<file path="src/design/kbsu_pkg.sv">
// ----------------------------------------------------------------------------
// kbsu_pkg
// Shared types, constants and the microcode program of the binary string
// unranking block.
// ----------------------------------------------------------------------------
package kbsu_pkg;

   // Default longest string that the block answers.
   localparam int MAX_LEN_DEF = 32;

   // Field widths of the request and response words.
   localparam int CNT_W  = 6;
   localparam int LEN_W  = 7;
   localparam int RANK_W = 63;
   localparam int STR_W  = 32;

   // Binomial values up to C(62, 31) fit in 63 bits.
   localparam int BIN_W = 63;

   // Step counter width of the sequencer.
   localparam int STEP_W = 3;

   typedef struct packed {
      logic [CNT_W-1:0]  zero_count;
      logic [CNT_W-1:0]  one_count;
      logic [RANK_W-1:0] rank;
   } req_type;

   typedef struct packed {
      logic              impossible;
      logic [CNT_W-1:0]  length;
      logic [STR_W-1:0]  bit_string;
   } rsp_type;

   // Datapath operations selected by the control word.
   typedef enum logic [2:0] {
      OP_NOP,
      OP_LOAD,
      OP_READ_TOTAL,
      OP_CHECK,
      OP_FETCH,
      OP_DECIDE,
      OP_EMIT
   } op_type;

   // Jump conditions of the sequencer.
   typedef enum logic [2:0] {
      JC_NEVER,
      JC_ALWAYS,
      JC_NO_ACCEPT,
      JC_FAIL,
      JC_STOP,
      JC_MORE,
      JC_OUT_BUSY
   } jc_type;

   typedef struct packed {
      op_type            op;
      jc_type            jc;
      logic [STEP_W-1:0] target;
   } ctrl_word_type;

   // Status flags that the datapath reports to the sequencer.
   typedef struct packed {
      logic fail;
      logic stop;
      logic more;
   } dp_status_type;

   // Program addresses. The emit step directly follows the decide step so
   // that the last position falls through into it; the unused step after
   // emit returns to the wait step.
   localparam logic [STEP_W-1:0] STEP_WAIT   = 3'd0;
   localparam logic [STEP_W-1:0] STEP_TOTAL  = 3'd1;
   localparam logic [STEP_W-1:0] STEP_CHECK  = 3'd2;
   localparam logic [STEP_W-1:0] STEP_FETCH  = 3'd3;
   localparam logic [STEP_W-1:0] STEP_DECIDE = 3'd4;
   localparam logic [STEP_W-1:0] STEP_EMIT   = 3'd5;

   // Microcode ROM: a jump is taken when its condition holds, otherwise
   // the step counter advances by one.
   function automatic ctrl_word_type ucode(input logic [STEP_W-1:0] step);
      ctrl_word_type w;
      begin
         unique case (step)
            STEP_WAIT:   w = '{op: OP_LOAD,       jc: JC_NO_ACCEPT, target: STEP_WAIT};
            STEP_TOTAL:  w = '{op: OP_READ_TOTAL, jc: JC_FAIL,      target: STEP_EMIT};
            STEP_CHECK:  w = '{op: OP_CHECK,      jc: JC_STOP,      target: STEP_EMIT};
            STEP_FETCH:  w = '{op: OP_FETCH,      jc: JC_NEVER,     target: STEP_WAIT};
            STEP_DECIDE: w = '{op: OP_DECIDE,     jc: JC_MORE,      target: STEP_FETCH};
            STEP_EMIT:   w = '{op: OP_EMIT,       jc: JC_OUT_BUSY,  target: STEP_EMIT};
            default:     w = '{op: OP_NOP,        jc: JC_ALWAYS,    target: STEP_WAIT};
         endcase
         return w;
      end
   endfunction

endpackage

</file>
<file path="src/design/kbsu_seq.sv">
// ----------------------------------------------------------------------------
// kbsu_seq
// Microcode sequencer: step counter, control word lookup and conditional
// jumps.
// ----------------------------------------------------------------------------
module kbsu_seq (
   input  logic                    clock,
   input  logic                    reset,
   input  logic                    accept,
   input  logic                    out_busy,
   input  kbsu_pkg::dp_status_type status,
   output kbsu_pkg::ctrl_word_type ctrl
);
   import kbsu_pkg::*;

   logic [STEP_W-1:0] step_ff;
   logic [STEP_W-1:0] step_in;
   logic              jump;

   assign ctrl = ucode(step_ff);

   // Evaluate the jump condition of the current control word.
   always_comb begin
      unique case (ctrl.jc)
         JC_NEVER:     jump = 1'b0;
         JC_ALWAYS:    jump = 1'b1;
         JC_NO_ACCEPT: jump = !accept;
         JC_FAIL:      jump = status.fail;
         JC_STOP:      jump = status.stop;
         JC_MORE:      jump = status.more;
         JC_OUT_BUSY:  jump = out_busy;
         default:      jump = 1'b1;
      endcase
      step_in = jump ? ctrl.target : step_ff + STEP_W'(1);
   end

   always_ff @(posedge clock) begin
      if (reset) begin
         step_ff <= STEP_WAIT;
      end else begin
         step_ff <= step_in;
      end
   end

endmodule

</file>
<file path="config.mk">
export PLATFORM = sky130hd
export DESIGN_NAME = kbsu_seq
export DESIGN_NICKNAME = d
export VERILOG_FILES = /design/src/design/kbsu_pkg.sv /design/src/design/kbsu_seq.sv
export SDC_FILE = /design/constraint.sdc
export NUM_CORES = 1
export LEC_CHECK = 0
export BUFFER_PORTS_ARGS = -buffer_cell sky130_fd_sc_hd__buf_2
export CAP_MARGIN = 20
export CELL_PAD_IN_SITES_DETAIL_PLACEMENT = 1
export CELL_PAD_IN_SITES_GLOBAL_PLACEMENT = 1
export CORE_AREA = 2 2 39 41
export CTS_BUF_LIST = sky130_fd_sc_hd__clkbuf_4 sky130_fd_sc_hd__clkbuf_8
export CTS_CLUSTER_SIZE = 30
export DETAILED_ROUTE_END_ITERATION = 7
export DIE_AREA = 0 0 41 43
export GPL_TIMING_DRIVEN = 0
export PLACE_DENSITY_LB_ADDON = 0.12
export RECOVER_POWER = 50
export SYNTH_ARGS = -nofsm -noshare
export SYNTH_HDL_FRONTEND = slang
export SYNTH_SLANG_ARGS = --single-unit
</file>
<file path="constraint.sdc">
create_clock -name clock -period 2.51 [get_ports clock]
set_clock_uncertainty 0.15 [all_clocks]
set_input_delay 0.502 -clock clock [delete_from_list [all_inputs] [get_ports clock]]
set_output_delay 0.502 -clock clock [all_outputs]
set_load 0.01 [all_outputs]
</file>
# Word-level counts from Yosys, hierarchy flattened
# Index checks and enable logic that the tools add are counted.
# totals
regBits,3
word_cells,18
# op_classes
add_sub_neg,1
n_eq_ne,10
n_mux,3
n_reduce_logical,3
# ops
operator,n
9-bit case mux with 6 select lines,1
"3-bit equality test, second input constant",5
"3-bit by 2-bit equality test with 1-bit output, second input constant",4
3-bit logical NOT,2
1-bit case mux with 6 select lines,1
"3-bit by 1-bit adder with 3-bit output, second input constant",1
"3-bit by 1-bit equality test with 1-bit output, second input constant",1
3-bit two-way mux,1
1-bit logical NOT,1

# Longest topological paths before layout
# Gate-level depths: netlist of the first run.
# logic_depth
depth_word,5
depth_mapped,8

# Worst setup path after synthesis of the first run
# Ideal clock, no wire load.
# synth_timing
path_kind,flip-flop to output port
startpoint,register step_ff[2]
endpoint,output ctrl[3] (netlist bit)
arrival_time_ps,1339
t_required_ps,1858
path_slack_ps,519
stages_incl_launch_ff,8
path_buffers,1
cell_sequence,dfxtp_1 -> buf_2 -> inv_1 -> ha_1 -> nor3_1 -> or2_1 -> nor2_1 -> a21oi_1
# synth_rtl
element,line,source
from (decl),kbsu_seq.sv:16,logic [STEP_W-1:0] step_ff;
from (signal assigned),kbsu_seq.sv:41,step_ff <= step_in;
to (decl),kbsu_seq.sv:12,output kbsu_pkg::ctrl_word_type ctrl

==> flow_summary.ini, run 1 <==
[sta]
finalHoldViolCount = 0
layout_worst_path_cycle_share_pct = 91.6
finalSetupViolCount = 0
slew_headroom_pct = 78.5
rsz0062_at_grt = false
fin_setup_tns_ns = 0
fmax_mhz = 435
worst_hold_slack_ns = 0.406
period_needed_ns = 2.30
maxSlewViolCount = 0
worst_pin_slew_ns = 0.321

[synthesis]
ys_warn_count = 0
syn_nets = 69
synth_top_area_share_pct = 14.5
synth.area.top_cells = ha_1 (14%), dfxtp_1 (14%), nand2b_1 (7.2%)
ys.flop_type = dfxtp_1
syn_avg_cell_area_um2 = 7.60
async_flop_share_pct = 0
synth_common_cells = inv_1 (6), nor2_1 (6), ha_1 (5), nand2_1 (5), nand2b_1 (5)
yosysTopAreaCell = ha_1
seq_area_frac_synth_pct = 13.9
ys_seq_elements = 3
synth_cell_types = 26
synthCells = 57
synth-edff-count = 0
synth_area_um2 = 433

[setup_path]
worstReg2RegEnd = step_ff[2]
endpoint_kind = output port
path_class = reg2out
max_stage_delay_ns = 0.36
cp_data_arrival_time_ns = 1.65
cp_cell_sequence = buf_6 > inv_1 > ha_1 > nor3_1 > or2_1 > nor2_1 > a21oi_1 > buf_2
r2r_cells = 8
critPathLaunch = step_ff[2]
regToRegSetupSlack_ns = 0.59
path_depth = 8
critPathLaunchType = register
path_buf_inv = 3
cp-endpoint = ctrl[3]
worstReg2RegStart = step_ff[1]
cp_slowest_cell = dfxtp_1
required_ns = 1.86
crit_family = flip-flops
cp_max_fo = 10

[floorplanning]
dieArea_um2 = 1760
rows = 14
chipWidth_um = 41
initial_core_util_pct = 31.3
io_pins = 16
core_um2 = 1380
die-height_um = 43

[cells_and_area]
nets = 89
antenna_cells = 0
fin_area_um2 = 558
area_growth_pct = 28.9
largest_reg_flops = 3
fin_util_pct = 40.3
reg.largest.list = step_ff (3)
final_cells = 92
top_register = step_ff
drive_above_1_share_pct = 36.8

[cts]
clk_pin_slew_ns = 0.03
cts-hold-fix-buffers = 0
cts_buffers = 3
cts_tree = yes
insertion_delay_ns = 0.23
cts.sinks = 3
cts_root_buffer = clkbuf_4
postCtsSetupBuffers = 0
cts_buffer_depth = 2
cts_max_level = 1

[power_and_ir_drop]
power.density_nw_per_um2 = 1270
ir_drop_mv = 0.504
pwr-share-seq_pct = 11.5
power.internal_uw = 376
switchingPower_uw = 335
power.share.switching_pct = 47.1
clkPwrFrac_pct = 13.0
power_leakage_uw = 0.000285
power_frac_comb_pct = 75.6

[routing]
vias_per_cell = 4.80
drc = 0
routed_wl_um = 963
via_count = 442
wl_per_cell_um = 10.5
drt-initial-drc-count = 5
drtAntennaViolNets = 0
dr.pass1.iters = 2

[global_route]
grt.total_usage_pct = 13.4
grt_overflow = 0
antenna_found_initial = 0
grt_pass1_wl_um = 1690
grt_max_degree = 11
first_global_vias = 433

[worst_hold_path]
hp-class = in2reg

[run]
maxCapViolations = 0

[place]
routabilityCongestion = 0.652
dp.cells = 88
dpl_cell_area_um2 = 528
port_buffers = 15
dp_hpwl_um = 840

[run_status]
run_status = complete, no violations
power by group through the flow:
stage	combinational [uW]	clock (uW)	sequential, uW
after floorplan	413	0	76.7
after CTS	557	96.7	81.0
after global placement	551	0	81.1
after detailed placement	556	0	81.8
final	537	92.0	81.5
after global routing	609	104	86.2
worst register-to-register path: stages, from the launching register on:
cell and delay [ns]:
dfxtp_1 0.34, inv_1 0.07, ha_1 0.21, buf_4 0.18, o21ai_0 0.22, o31ai_2 0.11
a22oi_1 0.28, a31o_2 0.20, a21oi_1 0.04
area by class of cell:
cell class / instances / area [um^2]
fillers: 184 / 826
multi-input cells: 44 / 318
well taps: 16 / 20.0
repair buffers: 15 / 73.8
inverters: 6 / 22.5
plain buffers: 4 / 33.8
clock buffers: 4 / 30.0
flip-flops and latches: 3 / 60.1
stage by stage:
stage | worst slack, ns | total power, uW
after global routing | 0.0108 | 799
after detailed placement | 0.315 | 637
after global placement | 0.341 | 632
after CTS | 0.0707 | 734
after floorplan | 0.519 | 489
final | 0.211 | 710
how the worst min path moves through the flow:
| stage | start | to | slack (ns) | cells past startpoint |
|---|---|---|---|---|
| finish | reset | step_ff[0] | 0.41 | 3 |
| global route | reset | step_ff[2] | 0.42 | 3 |
| CTS | reset | step_ff[0] | 0.40 | 3 |
| detailed placement | step_ff[0] | step_ff[0] | 0.46 | 2 |
| global placement | step_ff[0] | step_ff[0] | 0.46 | 2 |
| floorplan | step_ff[0] | step_ff[0] | 0.41 | 2 |
kinds of logic (layout without fill, tap and decap cells):
kind of cell	Yosys count	in the layout	synth area share, %
buf+inv	10	29	11.6
compound gates	15	15	29.8
fa+ha+maj	5	5	14.5
flops	3	3	13.9
simple gates	24	24	30.4
cells in the final DEF, fill, tap and decap left out, types with 2 or more instances in the layout:
cell | synthesis | routed
a21oi_1 | 4 | 4
clkbuf_4 | 0 | 4
o21ai_0 | 2 | 2
nand2b_1 | 5 | 5
nand2_1 | 5 | 5
inv_1 | 6 | 6
dfxtp_1 | 3 | 3
ha_1 | 5 | 5
buf_4 | 3 | 3
buf_2 | 1 | 14
nor2_1 | 6 | 6
nor3_1 | 2 | 2
layer usage:
| layer | vias to the layer above | part of all wire (%) | track usage, % |
|---|---|---|---|
| met1 | 201 | 46 | 17.3 |
| met4 | 0 | 0 | 4.00 |
| met5 | - | 0 | 0 |
| li1 | 232 | - | - |
| met2 | 9 | 50 | 22.2 |
| met3 | 0 | 3.5 | 1.57 |
what timing repair did:
action,4_1_cts,5_1_grt
gates resized for setup,0,3
setup endpoints to repair,0,1
endpoints found under the hold margin,0,0
No activity file was read; power rests on OpenSTA's default activity.
==> run 2, diff against run 1 <==
--- a/config.mk
+++ b/config.mk
@@ -8,12 +8,13 @@
 export BUFFER_PORTS_ARGS = -buffer_cell sky130_fd_sc_hd__buf_2
 export CAP_MARGIN = 20
 export CELL_PAD_IN_SITES_DETAIL_PLACEMENT = 1
-export CELL_PAD_IN_SITES_GLOBAL_PLACEMENT = 1
-export CORE_AREA = 2 2 39 41
+export CELL_PAD_IN_SITES_GLOBAL_PLACEMENT = 2
+export CORE_ASPECT_RATIO = 0.9
+export CORE_MARGIN = 2
+export CORE_UTILIZATION = 26
 export CTS_BUF_LIST = sky130_fd_sc_hd__clkbuf_4 sky130_fd_sc_hd__clkbuf_8
 export CTS_CLUSTER_SIZE = 30
 export DETAILED_ROUTE_END_ITERATION = 7
-export DIE_AREA = 0 0 41 43
 export GPL_TIMING_DRIVEN = 0
 export PLACE_DENSITY_LB_ADDON = 0.12
 export RECOVER_POWER = 50
==> run 2 against run 1 <==
Worst setup slack worse by 0.032 ns. Flip-flop and latch count stayed put. Non-clock buffer count stayed put. Via count is 1.8% lower. Sequential share of layout area is 0.20 points higher. Routed wire length is 13% higher. Design area is 0.22% higher. Final cell count is 6.5% higher. First-iteration DRC count is 40% lower. Register-to-register slack worse by 0.04 ns. Total power is 0.30% higher. Die area is 14% higher. Largest power group unchanged.
==> flow_summary.ini, run 2 (synthesis gave the netlist of run 1 again) <==
[run_status]
run_status = complete, no violations

[routing]
routed_wl_um = 1090
drtAntennaViolNets = 0
dr.pass1.iters = 2
drt-initial-drc-count = 3
via_count = 434
drc = 0
vias_per_cell = 4.43
wl_per_cell_um = 11.2

[cts]
cts_max_level = 1
cts_tree = yes
insertion_delay_ns = 0.23
cts_buffer_depth = 2
cts_root_buffer = clkbuf_4
cts_buffers = 3
cts-hold-fix-buffers = 0
postCtsSetupBuffers = 0
clk_pin_slew_ns = 0.04
cts.sinks = 3

[floorplanning]
initial_core_util_pct = 28.9
chipWidth_um = 47.0
io_pins = 16
rows = 13
core_um2 = 1500
dieArea_um2 = 2010
die-height_um = 42.7

[cells_and_area]
final_common_cell = buf_2
nets = 89
drive_above_1_share_pct = 34.2
antenna_cells = 0
fill_cells = 199
multiInputGateArea_um2 = 313
layout_common_cells = buf_2 (12), inv_1 (6), nor2_1 (6)
largest_reg_flops = 3
ff_latch_area_um2 = 61.3
top_register = step_ff
reg.largest.list = step_ff (3)
area_growth_pct = 29.2
final_cells = 98

[setup_path]
crit_family = buffers and inverters
path_buf_inv = 5
required_ns = 1.86
critPathLaunchType = register
max_stage_delay_ns = 0.35
cp_max_fo = 10
cp_cell_sequence = inv_1 > ha_1 > buf_4 > a21oi_1 > inv_1 > buf_4 > buf_2
endpoint_kind = output port
cp_data_arrival_time_ns = 1.68
cp_slowest_cell = dfxtp_1
path_class = reg2out

[global_route]
grt_max_degree = 11
grt_overflow = 0
grt.total_usage_pct = 12.1
first_global_vias = 423
antenna_found_initial = 0
grt_pass1_wl_um = 1730

[place]
routabilityCongestion = 0.681
dp.cells = 94
port_buffers = 15
dp_hpwl_um = 880

[sta]
finalSetupViolCount = 0
worst_pin_slew_ns = 0.324
slew_headroom_pct = 78.2
layout_worst_path_cycle_share_pct = 92.9
fmax_mhz = 429
rsz0062_at_grt = false
period_needed_ns = 2.33
maxSlewViolCount = 0
finalHoldViolCount = 0
fin_setup_tns_ns = 0

[power_and_ir_drop]
power_leakage_uw = 0.000278
ir_drop_mv = 0.501
power.density_nw_per_um2 = 1270

[run]
maxCapViolations = 0

[worst_hold_path]
hp-class = in2reg
-- run 2: cell types whose count changed in the layout (fill, tap and decap cells not counted), sizes merged --
cell    previous run  this run
buf               18        16
clkbuf             5         7
-- run 2: what timing repair did --
item                                    4_1_cts  5_1_grt
endpoints found under the hold margin         0        0
endpoints found under the setup margin        0        1
gates resized for setup                       0        4
-- run 2: metal layers --
metal,part of all wire (%),vias up,global-route usage (%),routed length (um)
li1,-,229,-,-
met1,45,197,15.3,491
met2,51,8,18.4,558
met3,3.8,0,1.28,42
met4,0,0,8.33,0
met5,0,-,0,0
-- run 2: metrics by stage --
step	worst slack [ns]	power (uW)	util [%]	hold slack, ns	cell area (um^2)
after global routing	0.0370	792	37.4	0.423	559
after detailed placement	0.292	641	35.8	0.476	536
after floorplan	0.519	489	-	0.413	433
after global placement	0.335	635	35.8	0.468	536
final	0.178	713	37.4	0.408	559
after CTS	0.0138	749	37.8	0.401	566
-- run 2: final timing paths --
check                   from          to  slack (ns)  depth (start not counted)
setup / recovery  step_ff[1]     ctrl[7]        0.18                          7
hold / removal         reset  step_ff[2]        0.41                          3
setup reg to reg  step_ff[0]  step_ff[2]        0.55                          7
hold reg to reg   step_ff[0]  step_ff[0]        0.47                          2
-- run 2: power by group --
part | total [uW] | switching, uW | leakage [uW] | internal, uW
Sequential | 84.4 | 17.4 | 0.0000252 | 67.0
Clock | 96.8 | 26.3 | 0.0000184 | 70.4
Combinational | 531 | 299 | 0.000234 | 233
-- run 2: worst min-delay path, cell delays in order --
cell and delay, ns:
buf_2 0.11, a31o_2 0.10, a21oi_1 0.03
-- run 2: cell type report --
cell class	instances	share of cell area, %
buffer	4	6.04
clock buffer	4	5.37
inverter	6	4.03
multi-input combinational	44	55.9
sequential	3	11.0
tap	22	4.92
timing repair buffer	15	12.8
