## config.mk

```make
export PLATFORM = sky130hd
export DESIGN_NAME = kbsu_dp
export DESIGN_NICKNAME = d
export VERILOG_FILES = /design/src/design/kbsu_pkg.sv /design/src/design/kbsu_dp.sv
export SDC_FILE = /design/constraint.sdc
export NUM_CORES = 1
export LEC_CHECK = 0
export BUFFER_PORTS_ARGS = -buffer_cell sky130_fd_sc_hd__buf_2
export CAP_MARGIN = 10
export CORE_ASPECT_RATIO = 0.7
export CORE_MARGIN = 2
export CORE_UTILIZATION = 55
export CTS_CLUSTER_SIZE = 12
export DETAILED_ROUTE_END_ITERATION = 7
export PLACE_DENSITY_LB_ADDON = 0.3
export SYNTH_ARGS = -nofsm -noshare
export SYNTH_HDL_FRONTEND = slang
export SYNTH_SLANG_ARGS = --single-unit
export TNS_END_PERCENT = 30
```

## constraint.sdc

```tcl
create_clock -name clock -period 14.27 [get_ports clock]
set_input_delay 2.854 -clock clock [delete_from_list [all_inputs] [get_ports clock]]
set_output_delay 2.854 -clock clock [all_outputs]
set_load 0.01 [all_outputs]
```

## src/design/kbsu_pkg.sv

```systemverilog
// ----------------------------------------------------------------------------
// kbsu_pkg
// Shared types, constants and the microcode program of the binary string
// unranking block.
// ----------------------------------------------------------------------------
package kbsu_pkg;

   // Default longest string that the block answers.
   localparam int MAX_LEN_DEF = 32;

   // Field widths of the request and response words.
   localparam int CNT_W  = 6;
   localparam int LEN_W  = 7;
   localparam int RANK_W = 63;
   localparam int STR_W  = 32;

   // Binomial values up to C(62, 31) fit in 63 bits.
   localparam int BIN_W = 63;

   // Step counter width of the sequencer.
   localparam int STEP_W = 3;

   typedef struct packed {
      logic [CNT_W-1:0]  zero_count;
      logic [CNT_W-1:0]  one_count;
      logic [RANK_W-1:0] rank;
   } req_type;

   typedef struct packed {
      logic              impossible;
      logic [CNT_W-1:0]  length;
      logic [STR_W-1:0]  bit_string;
   } rsp_type;

   // Datapath operations selected by the control word.
   typedef enum logic [2:0] {
      OP_NOP,
      OP_LOAD,
      OP_READ_TOTAL,
      OP_CHECK,
      OP_FETCH,
      OP_DECIDE,
      OP_EMIT
   } op_type;

   // Jump conditions of the sequencer.
   typedef enum logic [2:0] {
      JC_NEVER,
      JC_ALWAYS,
      JC_NO_ACCEPT,
      JC_FAIL,
      JC_STOP,
      JC_MORE,
      JC_OUT_BUSY
   } jc_type;

   typedef struct packed {
      op_type            op;
      jc_type            jc;
      logic [STEP_W-1:0] target;
   } ctrl_word_type;

   // Status flags that the datapath reports to the sequencer.
   typedef struct packed {
      logic fail;
      logic stop;
      logic more;
   } dp_status_type;

   // Program addresses. The emit step directly follows the decide step so
   // that the last position falls through into it; the unused step after
   // emit returns to the wait step.
   localparam logic [STEP_W-1:0] STEP_WAIT   = 3'd0;
   localparam logic [STEP_W-1:0] STEP_TOTAL  = 3'd1;
   localparam logic [STEP_W-1:0] STEP_CHECK  = 3'd2;
   localparam logic [STEP_W-1:0] STEP_FETCH  = 3'd3;
   localparam logic [STEP_W-1:0] STEP_DECIDE = 3'd4;
   localparam logic [STEP_W-1:0] STEP_EMIT   = 3'd5;

   // Microcode ROM: a jump is taken when its condition holds, otherwise
   // the step counter advances by one.
   function automatic ctrl_word_type ucode(input logic [STEP_W-1:0] step);
      ctrl_word_type w;
      begin
         unique case (step)
            STEP_WAIT:   w = '{op: OP_LOAD,       jc: JC_NO_ACCEPT, target: STEP_WAIT};
            STEP_TOTAL:  w = '{op: OP_READ_TOTAL, jc: JC_FAIL,      target: STEP_EMIT};
            STEP_CHECK:  w = '{op: OP_CHECK,      jc: JC_STOP,      target: STEP_EMIT};
            STEP_FETCH:  w = '{op: OP_FETCH,      jc: JC_NEVER,     target: STEP_WAIT};
            STEP_DECIDE: w = '{op: OP_DECIDE,     jc: JC_MORE,      target: STEP_FETCH};
            STEP_EMIT:   w = '{op: OP_EMIT,       jc: JC_OUT_BUSY,  target: STEP_EMIT};
            default:     w = '{op: OP_NOP,        jc: JC_ALWAYS,    target: STEP_WAIT};
         endcase
         return w;
      end
   endfunction

endpackage

```

## src/design/kbsu_dp.sv

```systemverilog
// ----------------------------------------------------------------------------
// kbsu_dp
// Unranking datapath: holds the counts, the remaining rank and the string,
// and carries out the operation named by the current control word.
// ----------------------------------------------------------------------------
module kbsu_dp #(
   parameter int  MAX_LEN = kbsu_pkg::MAX_LEN_DEF,
   localparam int AW      = $clog2(MAX_LEN + 1)
) (
   input  logic                          clock,
   input  kbsu_pkg::op_type              op,
   input  logic                          accept,
   input  kbsu_pkg::req_type             req,
   input  logic [kbsu_pkg::BIN_W-1:0]    rd_data,
   output logic [2*AW-1:0]               run_addr,
   output kbsu_pkg::dp_status_type       status,
   output kbsu_pkg::rsp_type             result
);
   import kbsu_pkg::*;

   logic [CNT_W-1:0]  zeros_ff;
   logic [CNT_W-1:0]  ones_ff;
   logic [RANK_W-1:0] rank_ff;
   logic [LEN_W-1:0]  len_ff;
   logic [LEN_W-1:0]  rem_ff;
   logic [STR_W-1:0]  str_ff;
   logic              fail_ff;

   logic [LEN_W-1:0]  len_sum;
   logic [LEN_W-1:0]  nsub;
   logic [BIN_W-1:0]  with_zero;
   logic              take_zero;
   logic              over;

   always_comb begin
      len_sum   = {1'b0, req.zero_count} + {1'b0, req.one_count};
      nsub      = rem_ff - LEN_W'(1);
      // Completions that start with a zero: C(zeros - 1 + ones, ones).
      with_zero = (zeros_ff != '0) ? rd_data : '0;
      take_zero = (zeros_ff != '0) && (rank_ff <= with_zero);
      over      = rank_ff > rd_data;
   end

   // Table address: total count at the check, next prefix count in the loop.
   always_comb begin
      if (op == OP_FETCH) begin
         run_addr = {nsub[AW-1:0], ones_ff[AW-1:0]};
      end else begin
         run_addr = {len_ff[AW-1:0], zeros_ff[AW-1:0]};
      end
   end

   always_comb begin
      status.fail = fail_ff;
      status.stop = fail_ff || over || (rem_ff == '0);
      status.more = rem_ff != LEN_W'(1);
   end

   always_comb begin
      result.impossible = fail_ff;
      result.length     = fail_ff ? '0 : len_ff[CNT_W-1:0];
      result.bit_string = fail_ff ? '0 : str_ff;
   end

   // Datapath registers.
   always_ff @(posedge clock) begin
      unique case (op)
         OP_LOAD: begin
            if (accept) begin
               zeros_ff <= req.zero_count;
               ones_ff  <= req.one_count;
               rank_ff  <= req.rank;
               len_ff   <= len_sum;
               rem_ff   <= len_sum;
               str_ff   <= '0;
               fail_ff  <= (req.rank == '0) || (len_sum > LEN_W'(MAX_LEN));
            end
         end
         OP_CHECK: begin
            if (over) begin
               fail_ff <= 1'b1;
            end
         end
         OP_DECIDE: begin
            rem_ff <= nsub;
            if (take_zero) begin
               str_ff   <= {str_ff[STR_W-2:0], 1'b0};
               zeros_ff <= zeros_ff - CNT_W'(1);
            end else begin
               str_ff  <= {str_ff[STR_W-2:0], 1'b1};
               rank_ff <= rank_ff - with_zero;
               ones_ff <= ones_ff - CNT_W'(1);
            end
         end
         default: begin
         end
      endcase
   end

endmodule

```

# Word-level counts from Yosys, hierarchy flattened

Index checks and enable logic that the tools add are counted.

Flip-flop bits (word level): 121
Input port bits: 143
Output and inout port bits: 54
Word-level logic and storage cells: 59

Add/sub/neg operators: 5
Magnitude comparators: 3
Eq/ne operators: 9
Multiplexer cells: 21
Reduce and logical (&&, ||, !) cells: 14

Operators with widths:

| cell                                                           | count |
|---|---|
| 2-to-1 mux 63 bit                                              | 3 |
| case mux 63 bit (2 select lines)                               | 1 |
| 2-to-1 mux 32 bit                                              | 2 |
| case mux 32 bit (2 select lines)                               | 1 |
| greater-than comparator 63 bit                                 | 1 |
| less-or-equal comparator 63 bit                                | 1 |
| logical NOT 63 bit                                             | 1 |
| subtractor 63 bit                                              | 1 |
| 2-to-1 mux 6 bit                                               | 5 |
| case mux 6 bit (2 select lines)                                | 2 |
| case mux 7 bit (2 select lines)                                | 1 |
| 2-to-1 mux 12 bit                                              | 1 |
| subtractor 6 x 1 -> 6 bit (second input constant)              | 2 |
| AND reduction 3 bit                                            | 3 |
| inequality test 2 bit (second input constant)                  | 4 |
| adder 6 x 6 -> 7 bit                                           | 1 |
| greater-than comparator 7 x 6 -> 1 bit (second input constant) | 1 |
| logical NOT 7 bit                                              | 1 |
| 2-to-1 mux 7 bit                                               | 1 |
| inequality test 7 x 1 -> 1 bit (second input constant)         | 1 |
| subtractor 7 x 1 -> 7 bit (second input constant)              | 1 |
| equality test 3 bit (second input constant)                    | 2 |
| nonzero test 6 bit                                             | 1 |
| AND reduction 2 bit                                            | 2 |
| 7 further kinds                                                | 12 |

# Longest topological paths before layout

Gate-level depths: netlist of the first run.

Word-level depth: 6
Mapped depth: 19
Depth with buffers taken out: 18

# Least setup slack after synthesis of the first run

OpenSTA, ideal clock, no wires.

Path kind: in2reg
From: input port rd_data[9] in the netlist's numbering
To: register ones_ff[0] (enable)
Setup time: 0.505 ns
Data arrival time: 8.008 ns
Required time: 13.765 ns
Path slack: 5.757 ns
Stages: 14
Buffers on the path: 1
Cell sequence: nand2_1 ha_1 clkbuf_2 nand4_1 nor2_1 o311a_1 a211o_1 a31oi_4 o31ai_2 a211o_1 a221oi_2 o21ai_1 a21oi_2 o21ai_1

Word-level cells in the longest chain between the ends: 5

Ends and longest elaborated chain:

| what                                   | line          | source |
|---|---|---|
| start, declared                        | kbsu_dp.sv:14 | `input logic [kbsu_pkg::BIN_W-1:0] rd_data,` |
| 2-to-1 mux 63 bit                      | kbsu_dp.sv:39 | `with_zero = (zeros_ff != '0) ? rd_data : '0;` |
| less-or-equal comparator 63 bit        | kbsu_dp.sv:40 | `take_zero = (zeros_ff != '0) && (rank_ff <= with_zero);` |
| logical AND 1 bit                      | kbsu_dp.sv:40 |  |
| inequality test 2 bit (no source line) | -             |  |
| AND reduction 3 bit (no source line)   | -             |  |
| end signal, assigned                   | kbsu_dp.sv:71 | `ones_ff <= req.one_count;` |
| end signal, assigned                   | kbsu_dp.sv:92 | `ones_ff <= ones_ff - CNT_W'(1);` |
| end, declared                          | kbsu_dp.sv:22 | `logic [CNT_W-1:0] ones_ff;` |

No other way between the ends.
A chain may end at the register's enable or synchronous reset.

==> metrics, run 1 <==
status=finished, final reports clean; Syn Nets=about 1,700; IO Count=~200; register bit total from synthesis=121; share of layout cells above drive strength 1=16.4%; Tot Pwr=1.19 mW; First DRT Iteration DRCs=962; worst flop-to-flop path endpoint=rank_ff[18]; vias in the first global route=10,170; core footprint=roughly 21,000 µm²; Hold Path End=str_ff[2]; max_slew headroom=between 30% and 40%; Routed Antenna Nets=0; Die ar.=21,900 µm²; DP Cell Count=1,776; Pre-antenna DRT Iters=6; DRC=0; Max VDD drop=0.0000547 V; R2R Path Start=zeros_ff[0]; fin crit period=8220 ps; Reg2Reg Depth=18; number of flops mapped to enable cells by yosys=approximately 120; Hold Crit Class=reg2reg; Synth Warn #=0; clock latency on the worst-skew pair=about 430 ps; hold path cells=1; FF-to-FF setup slack=8640 ps; FMAX=122 MHz; area fraction of the dominant cell type after synthesis=31.8%; largest net degree at the start of global routing=85; die width=176 µm; Post-CTS Resized=0; CTS hold repair buffers=0; Fin. Hold Viols=0; critical path fanouts, max=2; clk sinks=121; vias=approximately 11,000; count of final max-slew check failures=0; row cnt=44; post-synth cell types=64; clk slew on worst S/H paths=60 ps; PortBufs=196; Non-Filler Instances=1,810; Die Span Y=about 120 µm; required time worst endpoint=between 10,000 and 15,000 ps; fin crit share=57.6%; crit end category=output pin; TritonCTS clock tree=done; synth top area cells=edfxtp_1, ha_1, nand2_1; CTS root buffer=clkbuf_16; worst slew pin tran=approximately 980 ps; P&R area growth vs syn=15.0%; FILL cells=1,809; synthesized area per cell=8.33 µm²; Cell Pwr Density=90.7 nW/µm²; total congestion overflow=0; first-pass GRT wire length=~52 mm; Layout Nets=around 1,800; dpl hpwl=around 25 mm; total CTS buffers=17; Wirelength per Cell=18.0 µm; gp weighted congestion=0.950; Main synth FF type=edfxtp_1; GRT Overall Usage=29.8%; drt via density=5.97; Worst Path Class, Setup=in2out; Worst Skew=14.4 ps; leading area contributor after synthesis=edfxtp_1; Worst Hold Launch=str_ff[1]; final setup vio count=0; register area share after synthesis=31.8%; critical path launch point type=input port; WL final=32.5 mm; Max clock buf depth=2; Mapped Area=~11,000 µm²; Syn Inst Count=1,370; Post-CTS Setup Inserts=0; Async S/R FF share, synth=0%; H-Tree Depth=4; Max-cap violations=0; setup_tns=0 ps; initial antenna violation count=3; P_leak=6.39 nW; RSZ-0062 raised after global routing=false; Starting Density=55.6%; WP data arrival=5370 ps
-- through the flow --
| step | setup WS (ps) | hold WS, ps | utilization [%] | area (µm²) |
|---|---|---|---|---|
| global placement | 6190 | 552 | 60.9 | 12500 |
| global route | 5790 | 591 | 63.9 | 13100 |
| CTS | 6080 | 573 | 63.9 | 13100 |
| floorplan | 5760 | 546 | - | 11400 |
| detailed placement | 6090 | 559 | 60.9 | 12500 |
| finish | 6050 | 577 | 63.9 | 13100 |
-- per-layer routing --
metal / share of wire [%] / vias up / global-route usage [%] / routed length (µm)
li1: - / 5226 / - / -
met1: 48 / 5053 / 45.4 / 15600
met2: 41 / 485 / 43.3 / 13400
met3: 9.1 / 45 / 5.65 / 2960
met4: 1.5 / 2 / 7.49 / 472
met5: 0.040 / - / 0 / 13
-- cells in the final DEF (no fill, tap or decap), types with 10 or more instances in the layout --
master     netlist  layout
clkbuf_16        0      17
o21bai_1        21      21
ha_1           137     137
edfxtp_1       121     121
a21o_1          75      75
inv_1           92      92
nor2_1          53      53
nor3_1          15      15
a21oi_1         84      84
xnor2_1         42      42
xor2_1          30      30
nand2_1        237     236
buf_2            9     196
nand3_1         11      10
nor2b_1         43      42
and3_1          37      37
nand4_1         43      43
nor4_1          21      21
o21ai_0        119     119
-- final cells by class --
class	count	area, µm²	area share [%]
clock buffer	18	429	3.27
clock inverter	14	183	1.39
tap	276	345	2.63
sequential	121	3630	27.7
timing repair buffer	202	1030	7.82
inverter	92	345	2.63
antenna	2	5.00	0.0381
multi-input combinational	1085	7160	54.5
-- where the power goes --
group / internal (mW) / switching [mW] / leakage (nW)
clock network: 0.280 / 0.185 / 0.295
logic: 0.122 / 0.183 / 4.97
registers: 0.412 / 0.00909 / 1.12
total: 0.814 / 0.377 / 6.39
-- worst max-delay path, stage by stage --
cell and delay, ps:
buf_2 80, inv_1 30, ha_1 300, a21o_1 160
a21o_1 170, a21oi_1 150, a211oi_1 110, o21ai_0 390
a211oi_1 190, o21ai_0 210, o2111ai_1 150, a21oi_1 170
a41o_1 190, nand2_1 70, buf_2 140
-- logic make-up (layout without fill, tap and decap cells) --
| group | Yosys count | count (layout) | synth area share (%) |
|---|---|---|---|
| xor gates and xnor gates | 72 | 72 | 5.53 |
| DFF | 121 | 121 | 31.8 |
| adders and majority gates | 139 | 139 | 15.4 |
| AOI/OAI and AO/OA | 377 | 377 | 20.8 |
| buffers and inverters | 164 | 326 | 5.65 |
| other | 0 | 2 | 0 |
| and+or+nand+nor | 497 | 497 | 20.8 |
-- registers in the layout, indices dropped and copies added, names as in the netlist --
register and cells:
fail_ff 1, len_ff 6, ones_ff 6, rank_ff 63
rem_ff 7, str_ff 32, zeros_ff 6
-- cell usage after synthesis, types with 4 or more instances --
library cell  instances
or3_1                 5
xor2_1               30
buf_2                 9
nor2_1               53
ha_1                137
o211ai_1              4
a21oi_1              84
nand2b_1              9
o21bai_1             21
o31ai_1               6
a211o_1               5
nor2b_1              43
nand4_1              43
nand3b_1              4
o21ai_0             119
edfxtp_1            121
nand3_1              11
nor3_1               15
nor4_1               21
inv_1                92
a31oi_1               6
a211oi_1              9
and2_1                9
xnor2_1              42
nand2_1             237
o21ai_1               8
a21o_1               75
o21a_1                7
and3_1               37
clkbuf_1             55
-- worst max-delay path by stage --
stage / from / endpoint / slack (ps) / cells after the start
2_1_floorplan: rd_data[9] / ones_ff[0] / 5760 / 14
3_3_place_gp: rd_data[4] / status[1] / 6190 / 15
3_5_place_dp: rd_data[4] / status[1] / 6090 / 15
4_1_cts: rd_data[4] / status[1] / 6080 / 15
5_1_grt: rd_data[8] / status[1] / 5790 / 15
6_report: rd_data[4] / status[1] / 6050 / 15
Power figures use the tool's default switching activity.
==> run 2: changes to the inputs <==
==> constraint.sdc (replaced) <==
create_clock -name clock -period 8.3 [get_ports clock]
set_input_delay 1.66 -clock clock [delete_from_list [all_inputs] [get_ports clock]]
set_output_delay 1.66 -clock clock [all_outputs]
set_load 0.01 [all_outputs]
==> run 2 against run 1 <==
  * Global-route usage rose by 0.29 points
  * Largest power group unchanged
  * Non-clock buffer count rose by 1
  * Critical path depth rose by 3
  * Wire length rose by 0.92%
  * Register-to-register slack got worse by 6100 ps
  * Via count fell by 0.29%
==> metrics, run 2 (synthesis results as in run 1) <==
clock share of power=37.3% (-1.8 points); Wirelength per Cell=18.1 µm (+0.87%); critical path launch point type=register; clk slew on worst S/H paths=60 ps (about the same); FMAX=172 MHz; P_sw=0.631 mW (+67%); die width=176 µm (unchanged); commonest non-fill, non-tap cell in the layout=nand2_1; FILL cells=1,775 (-1.9%); TritonCTS clock tree=done; GRT Overall Usage=30.1% (+0.29 points); most frequent cells in the layout=nand2_1, buf_2, ha_1, edfxtp_1, o21ai_0; Tot Pwr=1.99 mW (+67%); Comb pwr share=26.3% (+0.7 points); gp weighted congestion=0.973 (+2.4%); CP max-delay cell=nand3_2; Hold Crit Class=reg2reg; area of the multi-input gates=7160 µm² (unchanged); Die ar.=21,900 µm² (unchanged); Cell Pwr Density=152 nW/µm² (+68%); Max VDD drop=0.000116 V (+110%); Worst Skew=13.3 ps (-1.04 ps); H-Tree Depth=4 (unchanged); Post-CTS Setup Inserts=0 (unchanged); Most flops, register=rank_ff; Routed Antenna Nets=0 (unchanged); row cnt=44 (unchanged); first-pass GRT wire length=52.7 mm (+1.1%); WL final=32.8 mm (+0.92%); drt via density=5.95 (-0.34%); vias=10,780 (-0.29%); Pre-antenna DRT Iters=5 (-1); Worst Path Class, Setup=reg2reg; number of flip-flops in the largest register=63 (unchanged); total CTS buffers=17 (unchanged); core footprint=20,500 µm² (unchanged); CP top delay family=compound AO/OA/AOI/OAI gates; Starting Density=55.6% (unchanged); switch share=31.7% (about the same); sequential power share=36.4% (+1.1 points); required time worst endpoint=8360 ps (-3060 ps); status=finished, final reports clean; P_leak=6.37 nW (-0.28%); fin crit share=69.9%; crit-path cells=inv_1 > ha_1 > nand3_2 > buf_4 > nand2_1 > ha_1 > o21ai_1 > a21oi_1 > o311a_1 > a211o_1 > a31oi_4 > o31ai_2 > a211o_1 > a221oi_2 > o21ai_1 > a21oi_2 > o21ai_4 > buf_4; Post-CTS Resized=0 (unchanged); count of final max-slew check failures=0 (unchanged); Fin. Hold Viols=0 (unchanged); vias in the first global route=10,440 (+2.7%); setup_tns=0 ps (unchanged); CTS root buffer=clkbuf_16; PortBufs=196 (unchanged); total congestion overflow=0 (unchanged); Critical Path Max Stage Delay=550 ps (+160 ps); Die Span Y=125 µm (unchanged); RSZ-0062 raised after global routing=false; crit end category=register; IO Count=197 (unchanged); Max-cap violations=0 (unchanged); max_slew headroom=26.7% (-8.2 points); clock latency on the worst-skew pair=430 ps (about the same); CTS hold repair buffers=0 (unchanged); WP data arrival=5860 ps (+490 ps); share of layout cells above drive strength 1=16.3% (-0.065 points); P&R area growth vs syn=14.8%; initial antenna violation count=5 (+2); clk sinks=121 (unchanged); Layout Nets=1,802 (+0.056%); CP Buf/Inv Count=3 (unchanged); fin crit period=5800 ps; worst slew pin tran=1100 ps (+122 ps); First DRT Iteration DRCs=1,089 (+13%); Regs by FF count=rank_ff x63, str_ff x32, rem_ff x7; final setup vio count=0 (unchanged); critical path fanouts, max=34 (+32); dpl hpwl=25.5 mm (+1.5%); sequential cell area=3630 µm² (unchanged); largest net degree at the start of global routing=119 (+40%); DRC=0 (unchanged); Max clock buf depth=2 (unchanged); cell-internal power=1.36 mW (+67%)
-- run 2: power by group through the flow --
stage	registers, mW	logic, mW	clock network (mW)
2_1_floorplan	0.732	0.359	0
3_3_place_gp	0.735	0.500	0
3_5_place_dp	0.735	0.512	0
4_1_cts	0.723	0.516	0.744
5_1_grt	0.726	0.583	0.772
6_report	0.724	0.524	0.743
-- run 2: layout make-up --
cell class,count,area share [%]
timing repair buffer,203,7.89
inverter,92,2.64
sequential,121,27.7
clock inverter,14,1.13
multi-input combinational,1085,54.7
tap,276,2.64
antenna,3,0.0573
clock buffer,17,3.25
-- run 2: path summary, 6_finish.rpt --
| kind | from | to | slack [ps] | cells after the start |
|---|---|---|---|---|
| worst max-delay path | zeros_ff[0] | rank_ff[20] | 2500 | 18 |
| worst min register to register | str_ff[15] | str_ff[16] | 580 | 1 |
| worst min-delay path | str_ff[15] | str_ff[16] | 580 | 1 |
| worst max register to register | zeros_ff[0] | rank_ff[20] | 2500 | 18 |
-- run 2: layer usage --
layer | share of wire (%) | vias up | track usage, % | wire, µm
met5 | 0.091 | - | 0 | 30
met4 | 1.3 | 4 | 6.76 | 427
met3 | 9.2 | 34 | 6.62 | 3010
met2 | 42 | 444 | 44.7 | 13900
met1 | 47 | 5062 | 44.7 | 15400
li1 | - | 5236 | - | -
-- run 2: per-stage QoR --
stage | area, µm² | util, % | std cells | setup WS (ps) | hold slack (ps)
6_report | 13100 | 63.8 | 1811 | 2500 | 578
5_1_grt | 13100 | 63.8 | 1809 | 2180 | 597
4_1_cts | 13100 | 63.7 | 1808 | 2560 | 575
3_5_place_dp | 12500 | 61.0 | 1777 | 2540 | 561
3_3_place_gp | 12500 | 61.0 | 1777 | 2580 | 552
2_1_floorplan | 11400 | - | 1370 | 981 | 546
-- run 2: worst register-to-register path, cell delays in order, from the launching register on --
cell	delay [ps]
edfxtp_1	370
inv_1	90
ha_1	210
nand3_2	550
buf_4	520
nand2_1	170
ha_1	400
o21ai_1	100
a21oi_1	250
o311a_1	200
a211o_1	210
a31oi_4	160
o31ai_2	470
a211o_1	250
a221oi_2	100
o21ai_1	200
a21oi_2	120
o21ai_4	490
buf_4	550
==> run 3: changes to the inputs <==
==> constraint.sdc (replaced) <==
create_clock -name clock -period 5.4 [get_ports clock]
set_input_delay 1.08 -clock clock [delete_from_list [all_inputs] [get_ports clock]]
set_output_delay 1.08 -clock clock [all_outputs]
set_load 0.01 [all_outputs]
==> run 3 against run 2 <==
  * Non-clock buffer count up 3
  * Critical path depth shrank 1
  * Final area up 0.82%
  * Clock skew is 4.1 ps lower
  * Via count shrank 0.12%
==> metrics, run 3 (synthesis results as in run 1) <==
gp weighted congestion=0.992 (+2.0%); die width=176 µm (unchanged); IO Count=197 (unchanged); status=finished, final reports clean; first-pass GRT wire length=51.5 mm (-2.3%); Post-CTS Resized=0 (unchanged); number of flip-flops in the largest register=63 (unchanged); share of layout cells above drive strength 1=16.5% (+0.23 points); Worst Skew=9.26 ps (-4.07 ps); setup_tns=0 ps (unchanged); vias in the first global route=9,931 (-4.9%); critical path fanouts, max=65 (+91%); count of final max-slew check failures=0 (unchanged); final setup vio count=0 (unchanged); clk sinks=121 (unchanged); Final Cell Area=13,200 µm² (+0.82%); commonest non-fill, non-tap cell in the layout=nand2_1; GRT Overall Usage=29.4% (-0.66 points); First DRT Iteration DRCs=1,089 (unchanged); clk slew on worst S/H paths=60 ps (about the same); Layout Nets=1,805 (+0.17%); P&R area growth vs syn=15.7%; FMAX=209 MHz (+21%); clock latency on the worst-skew pair=420 ps (about the same); dpl hpwl=25.1 mm (-1.5%); Regs by FF count=rank_ff x63, str_ff x32, rem_ff x7; Wirelength per Cell=17.9 µm (-1.3%); Max-cap violations=0 (unchanged); core footprint=20,500 µm² (unchanged); P_leak=6.43 nW (+1.0%); Placement Cell Area=12,600 µm² (+0.28%); worst slew pin tran=959 ps (-141 ps); most frequent cells in the layout=nand2_1, buf_2, ha_1, edfxtp_1, o21ai_0; crit end category=register; FILL cells=1,796 (+1.2%); DRC=0 (unchanged); Most flops, register=rank_ff; row cnt=44 (unchanged); Hold Crit Class=reg2reg; H-Tree Depth=4 (unchanged); max_slew headroom=35.5% (+8.8 points); Final Util=64.3% (+0.52 points); fin crit share=88.5% (+19 points); total congestion overflow=0 (unchanged); Cell Pwr Density=243 nW/µm² (+60%); drt via density=5.94 (-0.29%); Max VDD drop=0.000160 V (+38%); Die Span Y=125 µm (unchanged); Starting Density=55.6% (unchanged); critical path launch point type=register; RSZ-0062 raised after global routing=false; CTS hold repair buffers=0 (unchanged); vias=10,767 (-0.12%); Worst Path Class, Setup=reg2reg; largest net degree at the start of global routing=86 (-28%); PortBufs=196 (unchanged); Max clock buf depth=2 (unchanged); Pre-antenna DRT Iters=5 (unchanged); Die ar.=21,900 µm² (unchanged); WP data arrival=4860 ps (-1000 ps); Fin. Hold Viols=0 (unchanged); initial antenna violation count=3 (-2); total CTS buffers=17 (unchanged); TritonCTS clock tree=done; required time worst endpoint=5480 ps (-2880 ps); CTS root buffer=clkbuf_16; Post-CTS Setup Inserts=0 (unchanged); WL final=32.4 mm (-1.2%); Hold Slack=575 ps (-2.59 ps); fin crit period=4780 ps (-1030 ps); Routed Antenna Nets=0 (unchanged)
run 3: cell type report:
cell class,count,area (µm²),area share [%]
clock inverters,14,220,1.67
well taps,276,345,2.62
inverters,92,345,2.62
repair buffers,206,1070,8.09
multi-input cells,1085,7160,54.2
clock buffers,17,425,3.22
diodes,3,7.51,0.0569
flip-flops and latches,121,3630,27.5
run 3: layer usage:
layer / wire (µm) / global-route usage [%] / share of wire (%)
met3: 2840 / 5.65 / 8.8
met2: 13800 / 43.6 / 43
met1: 15500 / 44.8 / 48
met4: 312 / 5.54 / 0.96
met5: 16 / 0 / 0.049
run 3: report_power, final:
group / internal [mW] / switching, mW
clock: 0.822 / 0.470
sequential: 1.09 / 0.0240
combinational: 0.325 / 0.479
run 3: through the flow:
step | worst slack, ps | power, mW | cells
finish | 624 | 3.21 | 1814
global route | 400 | 3.35 | 1812
CTS | 656 | 3.20 | 1811
detailed placement | 587 | 1.91 | 1780
global placement | 628 | 1.90 | 1780
floorplan | 487 | 1.67 | 1370
run 3: final timing paths:
path	to	cells past startpoint	start	slack, ps
worst max register to register	zeros_ff[1]	17	zeros_ff[0]	620
worst min register to register	str_ff[7]	1	str_ff[6]	570
worst max-delay path	zeros_ff[1]	17	zeros_ff[0]	620
worst min-delay path	str_ff[7]	1	str_ff[6]	570
run 3: worst max-delay path, stage by stage (launching register included):
cell and delay [ps]:
edfxtp_1 380, inv_1 90, ha_1 210, nand3_2 90, buf_12 290, nand2_1 100
ha_1 380, o21ai_1 160, a21oi_1 90, o311a_1 320, a211o_1 350, a31oi_4 280
o31ai_2 170, a211o_1 330, a221oi_2 390, o21ai_1 150, a21oi_2 250, o31a_1 390
